===== config.mk =====
export PLATFORM = sky130hd
export DESIGN_NAME = stepper_job_queue_controller_core
export DESIGN_NICKNAME = d
export VERILOG_FILES = /design/src/design/stjq_pkg.sv /design/src/design/stepper_job_queue_controller_core.sv
export SDC_FILE = /design/constraint.sdc
export NUM_CORES = 2
export LEC_CHECK = 0
export BUFFER_PORTS_ARGS = -buffer_cell sky130_fd_sc_hd__buf_2
export CORE_MARGIN = 8
export CORE_UTILIZATION = 50
export CTS_BUF_LIST = sky130_fd_sc_hd__clkbuf_8
export CTS_CLUSTER_SIZE = 28
export DETAILED_ROUTE_END_ITERATION = 12
export PLACE_DENSITY = 0.66
export SLEW_MARGIN = 5
export SYNTH_ARGS = -nofsm -noshare
export SYNTH_HDL_FRONTEND = slang
export SYNTH_SLANG_ARGS = --single-unit

===== constraint.sdc =====
create_clock -name clk -period 12.13 [get_ports clk]
set_clock_uncertainty 0.15 [all_clocks]
set_input_delay 0.6065 -clock clk [delete_from_list [all_inputs] [get_ports clk]]
set_output_delay 0.6065 -clock clk [all_outputs]
set_load 0.05 [all_outputs]

===== src/design/stjq_pkg.sv =====
`timescale 1ns / 1ps
`default_nettype none
// ---------------------------------------------------------------------------
// stjq_pkg
// Shared types and codes of the stepper job queue controller.
// ---------------------------------------------------------------------------
package stjq_pkg;

  // Command codes carried by the cmd field of an input item.
  localparam logic CMD_TICK    = 1'b0;
  localparam logic CMD_ENQUEUE = 1'b1;

  // One queued move job.
  typedef struct packed {
    logic [31:0] goal;
    logic [31:0] interval;
    logic [7:0]  tag;
  } job_entry_t;

endpackage
`default_nettype wire


===== src/design/stepper_job_queue_controller_core.sv =====
`timescale 1ns / 1ps
`default_nettype none
// ---------------------------------------------------------------------------
// stepper_job_queue_controller_core
// Move-job FIFO and step sequencer for one stepper motor.
// ---------------------------------------------------------------------------
// Usage:
//   Input channel (in_valid / in_stall) carries one item per accepted edge:
//   cmd selects an enqueue of a move job (goal_position, step_interval_us,
//   job_tag) or a timer tick carrying now_us. Every input item yields exactly
//   one result item on the output channel (out_valid / out_stall): the step
//   pulse and direction, the position after the item, busy, job done with
//   its tag, and an enqueue reject flag.
//   The result is registered: it is loaded into the output register at the
//   accepting edge and is offered in the cycle after it. Throughput is one
//   item per cycle while the receiver does not stall; the whole update is
//   one pass of compare and add logic between the input ports and the
//   output register, and the job queue memory is read one entry ahead
//   (the entry at the next head) so the head job is always in a register.
//   When the receiver stalls, the result holds in the output register and
//   in_stall rises in the same cycle; items flow again once it is taken.
//   Reset (rst, synchronous) empties the queue, clears the active job,
//   busy and position, and drops any pending result. Queue entries are not
//   cleared; an entry is only used after it has been written.
// ---------------------------------------------------------------------------
module stepper_job_queue_controller_core #(
  parameter int QUEUE_DEPTH = 16
) (
  input  wire logic               clk,
  input  wire logic               rst,
  // input channel
  input  wire logic               in_valid,
  output logic                    in_stall,
  input  wire logic               cmd,
  input  wire logic [31:0]        now_us,
  input  wire logic signed [31:0] goal_position,
  input  wire logic [31:0]        step_interval_us,
  input  wire logic [7:0]         job_tag,
  // output channel
  output logic                    out_valid,
  input  wire logic               out_stall,
  output logic                    step_pulse,
  output logic                    step_dir,
  output logic signed [31:0]      position,
  output logic                    busy_res,
  output logic                    job_done,
  output logic [7:0]              done_tag,
  output logic                    enqueue_rejected
);
  import stjq_pkg::*;

  localparam int PTR_W = (QUEUE_DEPTH > 1) ? $clog2(QUEUE_DEPTH) : 1;
  localparam int CNT_W = $clog2(QUEUE_DEPTH + 1);
  localparam logic [PTR_W-1:0] PTR_LAST = PTR_W'(QUEUE_DEPTH - 1);
  localparam logic [CNT_W-1:0] CNT_FULL = CNT_W'(QUEUE_DEPTH);

  // Job queue storage and the prefetched head entry.
  job_entry_t job_mem [QUEUE_DEPTH];
  job_entry_t head_entry;
  job_entry_t wr_entry;

  // Controller state.
  logic [31:0]      motor_pos;
  logic             busy;
  logic             active;
  logic [31:0]      act_goal;
  logic [31:0]      act_interval;
  logic [7:0]       act_tag;
  logic [31:0]      stamp_us;
  logic [PTR_W-1:0] head;
  logic [PTR_W-1:0] tail;
  logic [CNT_W-1:0] count;

  logic [31:0]      motor_pos_next;
  logic             busy_next;
  logic             active_next;
  logic [31:0]      act_goal_next;
  logic [31:0]      act_interval_next;
  logic [7:0]       act_tag_next;
  logic [31:0]      stamp_us_next;
  logic [PTR_W-1:0] head_next;
  logic [PTR_W-1:0] tail_next;
  logic [CNT_W-1:0] count_next;

  logic             accept;
  logic             wr_en;
  logic [PTR_W-1:0] head_inc;
  logic [PTR_W-1:0] tail_inc;
  logic [31:0]      sel_goal;
  logic             step_fwd;
  logic [31:0]      pos_stepped;
  logic [31:0]      due_time;

  logic             pulse_c;
  logic             dir_c;
  logic             done_c;
  logic [7:0]       dtag_c;
  logic             rej_c;

  // Take a new item unless a finished result is still waiting.
  assign in_stall = out_valid && out_stall;
  assign accept   = in_valid && !in_stall;

  assign head_inc = (head == PTR_LAST) ? '0 : head + PTR_W'(1);
  assign tail_inc = (tail == PTR_LAST) ? '0 : tail + PTR_W'(1);

  assign wr_entry = '{goal: goal_position, interval: step_interval_us, tag: job_tag};

  // Step toward the job being started, or toward the running job.
  assign sel_goal    = active ? act_goal : head_entry.goal;
  assign step_fwd    = !($signed(sel_goal) < $signed(motor_pos));
  assign pos_stepped = step_fwd ? motor_pos + 32'd1 : motor_pos - 32'd1;

  // Next step is due once now passes last step + interval, wrapping sum.
  assign due_time = stamp_us + act_interval;

  always_comb begin
    motor_pos_next    = motor_pos;
    busy_next         = busy;
    active_next       = active;
    act_goal_next     = act_goal;
    act_interval_next = act_interval;
    act_tag_next      = act_tag;
    stamp_us_next     = stamp_us;
    head_next         = head;
    tail_next         = tail;
    count_next        = count;
    wr_en             = 1'b0;
    pulse_c           = 1'b0;
    dir_c             = 1'b0;
    done_c            = 1'b0;
    dtag_c            = '0;
    rej_c             = 1'b0;

    if (accept) begin
      if (cmd == CMD_ENQUEUE) begin
        if (count == CNT_FULL) begin
          // drop the job, leave busy as is
          rej_c = 1'b1;
        end else begin
          wr_en      = 1'b1;
          tail_next  = tail_inc;
          count_next = count + CNT_W'(1);
          busy_next  = 1'b1;
        end
      end else if (!active) begin
        if (count == '0) begin
          busy_next = 1'b0;
        end else begin
          // pop the head job and take at most one start step
          act_goal_next     = head_entry.goal;
          act_interval_next = head_entry.interval;
          act_tag_next      = head_entry.tag;
          head_next         = head_inc;
          count_next        = count - CNT_W'(1);
          active_next       = 1'b1;
          stamp_us_next     = now_us;
          if (head_entry.goal != motor_pos) begin
            pulse_c        = 1'b1;
            dir_c          = step_fwd;
            motor_pos_next = pos_stepped;
          end
          if (head_entry.goal == motor_pos_next) begin
            // start step reached the goal: retire in the same item
            active_next = 1'b0;
            done_c      = 1'b1;
            dtag_c      = head_entry.tag;
            if (count_next == '0) begin
              busy_next = 1'b0;
            end
          end
        end
      end else if (act_goal == motor_pos) begin
        // retire the running job
        active_next = 1'b0;
        done_c      = 1'b1;
        dtag_c      = act_tag;
        if (count == '0) begin
          busy_next = 1'b0;
        end
      end else if (now_us > due_time) begin
        pulse_c        = 1'b1;
        dir_c          = step_fwd;
        motor_pos_next = pos_stepped;
        stamp_us_next  = now_us;
      end
    end
  end

  // Queue memory: write at tail, read the entry at the next head. Forward
  // the write when it lands on that entry (enqueue into an empty queue).
  always_ff @(posedge clk) begin
    if (wr_en) begin
      job_mem[tail] <= wr_entry;
    end
    if (wr_en && (tail == head_next)) begin
      head_entry <= wr_entry;
    end else begin
      head_entry <= job_mem[head_next];
    end
  end

  // Controller state registers.
  always_ff @(posedge clk) begin
    if (rst) begin
      motor_pos    <= '0;
      busy         <= 1'b0;
      active       <= 1'b0;
      act_goal     <= '0;
      act_interval <= '0;
      act_tag      <= '0;
      stamp_us     <= '0;
      head         <= '0;
      tail         <= '0;
      count        <= '0;
    end else begin
      motor_pos    <= motor_pos_next;
      busy         <= busy_next;
      active       <= active_next;
      act_goal     <= act_goal_next;
      act_interval <= act_interval_next;
      act_tag      <= act_tag_next;
      stamp_us     <= stamp_us_next;
      head         <= head_next;
      tail         <= tail_next;
      count        <= count_next;
    end
  end

  // Output register: load on accept, hold while stalled, drop once taken.
  always_ff @(posedge clk) begin
    if (rst) begin
      out_valid <= 1'b0;
    end else if (accept) begin
      out_valid <= 1'b1;
    end else if (!out_stall) begin
      out_valid <= 1'b0;
    end
  end

  always_ff @(posedge clk) begin
    if (accept) begin
      step_pulse       <= pulse_c;
      step_dir         <= dir_c;
      position         <= motor_pos_next;
      busy_res         <= busy_next;
      job_done         <= done_c;
      done_tag         <= dtag_c;
      enqueue_rejected <= rej_c;
    end
  end

endmodule
`default_nettype wire

# Word level (Yosys, flattened, before mapping)
# Memory sizes are Yosys's and may differ from the RTL's. A register that Yosys moved wholly into a read port is not among the register bits.
# Index checks and enable logic that the tools add are counted.
[op_classes]
add_sub_neg = 7
reduce_logical = 11
order_cmp = 2
mux = 66
eq_ne = 13
n_bitwise = 4
[ops]
columns = ["operator", "count"]
rows = [
  ["32-bit 2-to-1 mux", 17],
  ["32-bit == test", 2],
  ["1-bit 2-to-1 mux", 35],
  ["32-bit by 1-bit adder with 32-bit output, second input constant", 1],
  ["32-bit adder", 1],
  ["32-bit > comparator", 1],
  ["32-bit less-than comparator", 1],
  ["8-bit 2-to-1 mux", 4],
  ["32-bit inequality test", 1],
  ["32-bit by 1-bit subtractor with 32-bit output, second input constant", 1],
  ["4-bit 2-to-1 mux", 6],
  ["5-bit 2-to-1 mux", 4],
  ["5-bit zero test", 2],
  ["2-bit inequality test, second input constant", 5],
  ["4-bit by 1-bit adder with 4-bit output, second input constant", 2],
  ["4-bit == test, second input constant", 2],
  ["4-bit AND reduction", 2],
  ["5-bit by 1-bit adder with 5-bit output, second input constant", 1],
  ["5-bit == test, second input constant", 1],
  ["5-bit AND reduction", 1],
  ["5-bit by 1-bit subtractor with 5-bit output, second input constant", 1],
  ["2-bit by 1-bit inequality test with 1-bit output, second input constant", 2],
  ["1-bit NOT", 4],
  ["3-bit AND reduction", 1],
  ["other kinds (3)", 5],
]
[totals]
register_bits = 197
output_inout_bits = 47
ramBits = 1152
n_memories = 1
word_cells = 122
inputBits = 109
[mem_list]
columns = ["memory", "words", "word_bits", "rd", "rd_clocked_by_memory_dff", "write_ports", "line_no", "text"]
rows = [
  ["job_mem", 16, 72, 1, 1, 1, "stepper_job_queue_controller_core.sv:58", "job_entry_t job_mem [QUEUE_DEPTH];"],
]

# Longest topological paths before layout
[logic_depth]
ltp_word = 14
ltp_mapped = 35
ltp_nobuf = 28

# Least setup slack after synthesis
# OpenSTA, ideal clock, no wires.
[synth_timing]
path_kind = "input -> register"
start = "in out_stall"
end = "mem job_mem[3][0] (netlist bit) (enable)"
arrival_ns = 7.604
stages = 6
slack_ns = 3.786
required_ns = 11.390
cell_sequence = "nand2_1 and2_1 nand2_1 a21oi_1 nand2_1 nor3_1"
[synth_via]
elab_chain_cells = 6
[synth_lines]
columns = ["element", "line_no", "text"]
rows = [
  ["start: declaration", "stepper_job_queue_controller_core.sv:41", "input wire logic out_stall,"],
  ["1-bit logical AND", "stepper_job_queue_controller_core.sv:101", "assign in_stall = out_valid && out_stall;"],
  ["1-bit zero test", "stepper_job_queue_controller_core.sv:102", "assign accept = in_valid && !in_stall;"],
  ["1-bit logical AND", "stepper_job_queue_controller_core.sv:102", ""],
  ["via accept", "stepper_job_queue_controller_core.sv:85", "logic accept;"],
  ["1-bit 2-to-1 mux", "stepper_job_queue_controller_core.sv:135", "if (accept) begin"],
  ["1-bit 2-to-1 mux", "stepper_job_queue_controller_core.sv:193", "if (wr_en) begin"],
  ["1-bit 2-to-1 mux (implied by the code)", "stepper_job_queue_controller_core.sv:194", "job_mem[tail] <= wr_entry;"],
  ["end: declaration", "stepper_job_queue_controller_core.sv:58", ""],
]
# The timed path passes the listed nets, and every way through them passes these cells.

==> results.sh <==
export IMPL_reg2reg_slack_ps=2740
export IMPL_synth_cell_types=84
export IMPL_grt_pass1_vias=32700
export IMPL_antenna_found_initial=20
export IMPL_gp_congestion=0.903
export IMPL_rr_worst_depth=27
export IMPL_yosysMostFrequentCell="edfxtp_1"
export IMPL_synth_compound_area_share_pct=5.12
export IMPL_path_class="reg -> reg"
export IMPL_yosys_area_top_type="edfxtp_1"
export IMPL_slew_headroom_pct=21.1
export IMPL_max_cap_violations=0
export IMPL_p_leak_uw=0.0223
export IMPL_synth_common_cells="1197 x edfxtp_1, 316 x mux4_2, 261 x nand2_1"
export IMPL_cp_max_fo=44
export IMPL_clock_latency_ps=940
export IMPL_vias=33000
export IMPL_nets=4109
export IMPL_start_util_pct=50.3
export IMPL_core_um2=116000
export IMPL_firstDrtPassIters=6
export IMPL_syn_to_final_growth_pct=13.5
export IMPL_startpoint_type="register"
export IMPL_h_tree_depth=4
export IMPL_cts_sinks=1353
export IMPL_cts_hold_buffers=109
export IMPL_fp_dieH_um=357
export IMPL_synth_edf_count=1197
export IMPL_seqCellArea_um2=39100
export IMPL_drc=0
export IMPL_hp_class="reg -> reg"
export IMPL_tightest_slew_ps=1180
export IMPL_ys_async_sr_fraction_pct=0
export IMPL_num_rows=125
export IMPL_grt_overflow=0
export IMPL_finalCritPeriodShare_pct=77.4
export IMPL_r2r_end="done_tag[7]"
export IMPL_hold_ws_ps=306
export IMPL_cts_buffers_inserted=214
export IMPL_drt_initial_drc_count=3422
export IMPL_root_buffer="clkbuf_8"
export IMPL_ys_top_cells_by_area="edfxtp_1 62%, mux4_2 12%, dfxtp_1 5.4%"
export IMPL_synthSimpleGateAreaFrac_pct=5.50
export IMPL_synth_mux_area_share_pct=15.0
export IMPL_ys_ff_latch=1353
export IMPL_wl_per_cell_um=26.0
export IMPL_synth_avg_cell_area_um2=16.6
export IMPL_hold_depth=2
export IMPL_routed_via_density=5.90
export IMPL_drive_gt1_share_pct=22.5
export IMPL_synth_adder_area_share_pct=2.91
export IMPL_dpl_hpwl_um=86700
export IMPL_fmax_mhz=107
export IMPL_cts_tree="yes"
export IMPL_post_route_util_pct=57.0
export IMPL_ant_nets=0
export IMPL_grtUsageTotal_pct=22.5
export IMPL_fillers=8941
export IMPL_arrival_ps=10000
export IMPL_max_clock_path_buffers=3
export IMPL_synth_xor_area_share_pct=2.47
export IMPL_multi_input_area_um2=18200
export IMPL_hold_path_end="act_tag[7]"
export IMPL_status="complete, no violations"
export IMPL_post_cts_setup_buffers=0
export IMPL_synth_cells=3494
export IMPL_syn_num_nets=3737
export IMPL_dieArea_um2=128000
export IMPL_place_area_um2=60700
export IMPL_final_setup_tns_ps=0
export IMPL_grt_pass1_wl_um=213000
export IMPL_setup_viol=0
export IMPL_ir_worst_vdd_mv=0.110
export IMPL_maxSlewViolCount=0
export IMPL_cts_resized=0
export IMPL_crit_path_end_kind="register"
export IMPL_hold_viol_final=0
export IMPL_routed_wl_um=145000
export IMPL_yosysWarnings=0
export IMPL_clk_pin_slew_ps=60
export IMPL_grt_max_degree=99
export IMPL_worstHoldStart="act_tag[7]"
export IMPL_synth_top_family_by_area="multiplexers"
export IMPL_synth_top_area_share_pct=61.8
export IMPL_syn_cell_area_um2=58200
export IMPL_synth_seq_area_share_pct=67.2
export IMPL_port_buffers=155
export IMPL_cp_data_required_time_ps=12740
export IMPL_rsz0062_at_grt="false"
export IMPL_synth_ff_type="edfxtp_1"
export IMPL_period_needed_ps=9390
export IMPL_design_area_um2=66000
export IMPL_die_w_um=357
export IMPL_powerDensity_nw_per_um2=167
export IMPL_ioPinCount=156
export IMPL_total_power_uw=11000
==> power breakdown <==
part	switching (uW)	total, uW	internal, uW
Clock	1810	3750	1930
Sequential	88.6	5250	5170
Combinational	1180	2000	816
Total	3090	11000	7910
==> kinds of logic after synthesis <==
group / Yosys count
XOR/XNOR: 162
flip-flops: 1353
adder cells (fa/ha/maj): 134
AO/OA/AOI/OAI: 458
AND/OR/NAND/NOR: 685
buffers and inverters: 231
multiplexers: 471
==> final cells by class <==
class	count	area share, %
inverters	58	0.334
well taps	1524	2.89
repair buffers	329	3.63
clock buffers	225	4.69
flip-flops and latches	1353	59.2
diodes	10	0.0379
clock inverters	177	1.66
multi-input cells	1910	27.5
==> registers in the layout (all words and copies together) (netlist names), 5 cells and up, named ones only <==
signal        cells
count             5
position         32
act_tag           8
done_tag          8
motor_pos        32
act_interval     32
job_mem        1152
act_goal         32
stamp_us         32
==> cells in the final DEF (no fill, tap or decap), drive strengths merged, types with 15 or more instances in the layout <==
master,n
buf,220
clkbuf,225
nand3,25
clkinv,69
nor2,168
ha,132
nand2,261
and3,15
xnor2,121
edfxtp,1197
dfxtp,156
mux2,45
nand4,38
a21oi,152
o22ai,23
nand2b,20
xor2,40
mux2i,110
dlygate4sd3,109
nor2b,47
mux4,316
o21ai,69
a21o,46
o21a,22
inv,151
a211oi,32
nor3,40
==> metrics by stage <==
step,instances,setup slack (ps)
6_report,5586,2740
4_1_cts,5576,2900
3_3_place_gp,5065,3000
3_5_place_dp,5065,2890
5_1_grt,5581,2290
2_1_floorplan,3494,3790
==> worst max-delay path, cell delays in order, from the launching register on <==
cell and delay, ps:
dfxtp_4 680, buf_4 640, mux4_2 420, mux2_2 310, o21ai_0 800, o21ai_0 180, ha_1 340, nand4_1 110
nor3_1 290, nand3_1 130, a21oi_1 220, o21ai_0 140, a41oi_1 350, inv_1 80, buf_4 270, fa_1 480
a211oi_1 340, o21ai_0 240, a31oi_1 360, a21oi_1 220, a311o_1 360, and3_1 220, xnor2_1 130, a311oi_1 370
nand4_1 150, a211oi_1 620, nor2_1 240, o31ai_1 300
==> worst max-delay path by stage <==
stage	from	end	cells after the start
finish	register	done_tag[7]	27
global route	register	done_tag[7]	26
CTS	register	done_tag[7]	27
detailed placement	register	done_tag[7]	27
global placement	register	done_tag[5]	27
floorplan	out_stall	job_mem[3][0]	6
==> per-layer routing <==
layer / track usage [%] / share of wire, %
met3: 5.05 / 8.8
met2: 35.1 / 47
met5: 0 / 0.039
met1: 32.6 / 43
met4: 5.16 / 1.7
(Power assumes the default switching activity.)
